<file path="src/rtl/cop_pkg.sv">
// shared types and constants for the cylinder overlap pushout block
`timescale 1ns / 1ps
`default_nettype none
package cop_pkg;
  localparam int FRAC_BITS = 16;
  localparam int CW = 32;
  localparam int RW = 30;
  localparam int RSW = 31;
  localparam int SW = 63;
  localparam int DW = 32;
  localparam int QW = 64;
  localparam int SQ_STEPS = 32;
  localparam int DIV_STEPS = 64;

  typedef struct packed {
    logic signed [CW-1:0] a_x;
    logic signed [CW-1:0] a_y;
    logic signed [CW-1:0] a_z;
    logic [RW-1:0] a_radius;
    logic [RW-1:0] a_height;
    logic signed [CW-1:0] b_x;
    logic signed [CW-1:0] b_y;
    logic signed [CW-1:0] b_z;
    logic [RW-1:0] b_radius;
    logic [RW-1:0] b_height;
  } in_item_t;

  typedef struct packed {
    logic hit;
    logic coincident;
    logic signed [CW-1:0] out_x;
    logic signed [CW-1:0] out_y;
    logic signed [CW-1:0] out_z;
  } out_item_t;
endpackage
`default_nettype wire

</file>
<file path="src/rtl/cop_sqrt.sv">
// pipelined integer square root, one result bit per stage
`timescale 1ns / 1ps
`default_nettype none
module cop_sqrt (
  input  wire logic clk,
  input  wire logic en,
  input  wire logic [cop_pkg::SW-1:0] s,
  output logic [cop_pkg::DW-1:0] root
);
  localparam int N = cop_pkg::SQ_STEPS;
  logic [cop_pkg::SW:0] rem [N+1];
  logic [cop_pkg::DW-1:0] r [N+1];

  always_comb begin
    rem[0] = {1'b0, s};
    r[0] = '0;
  end

  for (genvar i = 0; i < N; i++) begin : g_st
    localparam int SH = 2 * (N - 1 - i);
    logic [cop_pkg::SW+2:0] trial;
    logic [cop_pkg::SW+2:0] cur;
    always_comb begin
      trial = ({3'b0, r[i]} << (SH + 2)) | ((cop_pkg::SW+3)'(1) << SH);
      cur = {2'b0, rem[i]};
    end
    always_ff @(posedge clk) begin
      if (en) begin
        if (cur >= trial) begin
          rem[i+1] <= (cop_pkg::SW+1)'(cur - trial);
          r[i+1] <= {r[i][cop_pkg::DW-2:0], 1'b1};
        end else begin
          rem[i+1] <= rem[i];
          r[i+1] <= {r[i][cop_pkg::DW-2:0], 1'b0};
        end
      end
    end
  end
  assign root = r[N];
endmodule
`default_nettype wire

</file>
<file path="config.mk">
export PLATFORM = sky130hd
export DESIGN_NAME = cop_sqrt
export DESIGN_NICKNAME = d
export VERILOG_FILES = /design/src/rtl/cop_pkg.sv /design/src/rtl/cop_sqrt.sv
export SDC_FILE = /design/constraint.sdc
export NUM_CORES = 2
export LEC_CHECK = 0
export BUFFER_PORTS_ARGS = -buffer_cell sky130_fd_sc_hd__clkbuf_2
export CORE_MARGIN = 10
export CORE_UTILIZATION = 36
export CTS_CLUSTER_DIAMETER = 80
export DETAILED_ROUTE_END_ITERATION = 8
export GPL_ROUTABILITY_DRIVEN = 0
export HOLD_SLACK_MARGIN = 0.03
export RECOVER_POWER = 50
export SLEW_MARGIN = 20
export SYNTH_ARGS = -nofsm -noshare
export SYNTH_HDL_FRONTEND = slang
export SYNTH_SLANG_ARGS = --single-unit
export TNS_END_PERCENT = 30
</file>
<file path="constraint.sdc">
create_clock -name clk -period 4 [get_ports clk]
set_input_delay 0.8 -clock clk [delete_from_list [all_inputs] [get_ports clk]]
set_output_delay 0.8 -clock clk [all_outputs]
set_load 0.02 [all_outputs]
</file>
==> out/metrics.csv <==
stage;metric;value;unit
routing;vias;76792;
cells_and_area;Multi-input gate area;41610;µm²
power;switching share of power;29.29;%
job;maxcap violations;1;
timing;# setup viols final;0;
timing;final cycle utilization of the critical path;99.35;%
timing;fin. max-slew vios;34;
power;P_leak;51.08;nW
synth;syn_area_per_cell;12.66;µm²
power;Gate power share;21.2;%
min_path;HP Class;in -> reg;
floorplan;die width;597.4;µm
global_routing;vias in the first global route;76539;
status;status;finished with violations;
timing;FMAX;0.2516;GHz
clocking;CTS buffer count;272;
synth;adder-cell share of the synthesized area;5.795;%
worst_setup_path;Crit Path Max Fanout;4;
synth;flops & latches, synth;2512;
floorplan;Die Ht;597.4;µm
synth;cell count after synthesis;9482;
synth;XOR/XNOR share of the synthesized area;6.348;%
place;Placed Cells;14013;
place;I/O Buffers;96;
clocking;clk_lat worst skew;0.89;ns
synth;post-synth design cell area;120000;µm²
timing;Slew headroom;-105.3;%
timing;worst slew pin tran;3.079;ns
synth;Post-synth EDFFs;2512;
clocking;clk buf depth;4;
cells_and_area;most frequent cells in the layout;edfxtp_1 (2512), inv_1 (680), nand2_1 (639);
timing;clock skew;0.09100;ns
cells_and_area;Fill cells;30105;
power;P_sw;0.02279;W
place;Place WS;-0.4961;ns
status;failing checks;max-capacitance violations, max-slew violations;
routing;DRC;0;
timing;fin worst setup slack;0.02603;ns
power;VDD IR-drop max;368.3;µV
timing;worst hold margin;0.08972;ns
power;Clk pwr share;32.2;%
floorplan;DIE AREA;356900;µm²
routing;drt first pass iters;8;
timing;Final Hold Fails;0;
routing;WL final;292400;µm
worst_setup_path;crit path launch type;flip-flop;
global_routing;global-route wire length before repair;448200;µm
power;Seq pwr share;46.6;%
routing;Starting DRT DRC Count;6454;
routing;Detail Route Antenna Nets;0;
synth;YS warnings;0;
floorplan;initial core utilization;36.23;%
clocking;clk sink count;2512;
floorplan;I/O pin count;97;
power;total chip power;0.07780;W
worst_setup_path;Crit path required time;4.59;ns
synth;Main synth FF type;edfxtp_1;
clocking;clk slew on worst S/H paths;0.06;ns
routing;routed len/inst;20.11;µm
synth;sequential element share of the synthesized area;62.84;%
synth;dominant cells by area after synthesis;edfxtp_1 (63%), ha_1 (5.8%), xnor2_1 (3.4%);
power;internal power;0.05501;W
synth;largest family of logic cells by synthesized area;simple AND/OR/NAND/NOR gates;
clocking;CTS Root Buffer Type;clkbuf_16;
synth;Post-Synth Simple-Gate Area;12.06;%
global_routing;largest net degree at the start of global routing;210;
global_routing;Congestion Overflow GR;0;
synth;biggest area consumer among synthesized cells;edfxtp_1;
clocking;H-tree levels;5;
worst_setup_path;CP Data Arrival Time;4.56;ns
routing;Vias/cell;5.281;
timing;Fin Setup TNS;0;ns
worst_setup_path;CP endpoint kind;flip-flop;
cells_and_area;FF/Latch Area;75430;µm²
floorplan;core area;331300;µm²
synth;mux cell area share after synthesis;0.8526;%
cells_and_area;Finished Layout Cells;14542;
cells_and_area;most common cell after layout, fill and taps aside;edfxtp_1;
synth;FFs w/ async S/R, synth;0;%
timing;Period minus WS final;3.974;ns
clocking;CTS tree;done;
cells_and_area;share of layout cells above drive strength 1;9.432;%
floorplan;# rows;211;
worst_setup_path;critical path class;reg -> reg;
synth;Yosys cell types;113;
place;hpwl dp;223400;µm
global_routing;initial antenna violation count;5;
cells_and_area;Nets;10583;
synth;Compound-Gate Fraction of Synth Area;9.317;%
cells_and_area;Layout area overhead;13.95;%
global_routing;global-route usage over all layers;15.79;%
power;power per cell area;568.8;nW/µm²
synth;Synth top area share;62.84;%
registers in the layout (all words and copies together) (netlist names):
signal / count
root: 32
g_st.trial: 496
g_st.cur: 1984
Yosys cell counts, types with 129 or more instances:
cell,n
nor2_1,621
a21o_1,239
xnor2_1,462
nand4_1,144
nand2_1,639
nor4_1,332
inv_1,680
ha_1,556
a21oi_1,558
xor2_1,408
o21ai_0,431
nand3_1,152
clkbuf_1,129
nor3_1,270
edfxtp_1,2512
timing repair:
| action | CTS | global route |
|---|---|---|
| setup endpoints to repair | 65 | 78 |
| hold buffers | 37 | 0 |
| endpoints found under the hold margin | 37 | 0 |
| setup buffers | 3 | 1 |
| gates resized for setup | 14 | 36 |
| pin swaps | 0 | 4 |
cells by family after synthesis:
logic type | Yosys count
multiplexers | 92
AND/OR/NAND/NOR | 2800
adder cells (fa/ha/maj) | 556
XOR/XNOR | 870
AO/OA/AOI/OAI | 1785
flip-flops | 2512
buffers and inverters | 866
other | 1
power by group through the flow:
stage                     Combinational, W  Clock, W  Sequential, W
after detailed placement            0.0161         0         0.0368
after global placement              0.0158         0         0.0367
after CTS                           0.0163    0.0255         0.0363
after global routing                0.0182    0.0267         0.0366
after floorplan                     0.0116         0         0.0353
final                               0.0165    0.0250         0.0363
worst paths after layout:
check	startpoint	slack, ns	end	cells past startpoint
setup / recovery	g_st[30].cur[4]	0.03	g_st[31].cur[41]	11
hold / removal	s[17]	0.09	g_st[1].cur[17]	1
setup reg to reg	g_st[30].cur[4]	0.03	g_st[31].cur[41]	11
hold reg to reg	g_st[20].cur[10]	0.41	g_st[21].cur[10]	0
routing by layer:
layer / share of wire [%] / global-route usage [%]
met4: 3.8 / 5.381
met1: 39 / 18.81
met5: 0.0024 / 0
met2: 51 / 28.99
met3: 5.5 / 2.321
area by class of cell:
type                            count  area share [%]
Tap cell                         4366           3.994
Timing Repair Buffer              384           2.073
Antenna cell                        9         0.01647
Inverter                          687           1.887
Clock inverter                    160           1.185
Clock buffer                      319           5.276
Multi-Input combinational cell   6105           30.42
Sequential cell                  2512           55.15
critical path, cell delays in order, from the launching register on:
cell	delay, ns
edfxtp_1	0.41
ha_1	0.38
o21a_1	0.21
o221ai_1	0.24
a211oi_1	0.67
nor3_2	0.17
o31ai_1	0.51
a21oi_1	0.28
o21bai_1	0.42
a2111oi_4	0.15
buf_4	0.18
xor2_1	0.13
stage by stage:
step                      cell area [µm²]  util (%)
after floorplan                    120000         -
after global placement             127400     38.46
final                              136800     41.28
after global routing               136800     41.28
after CTS                          136800     41.27
after detailed placement           127400     38.46
(Power assumes the default switching activity.)
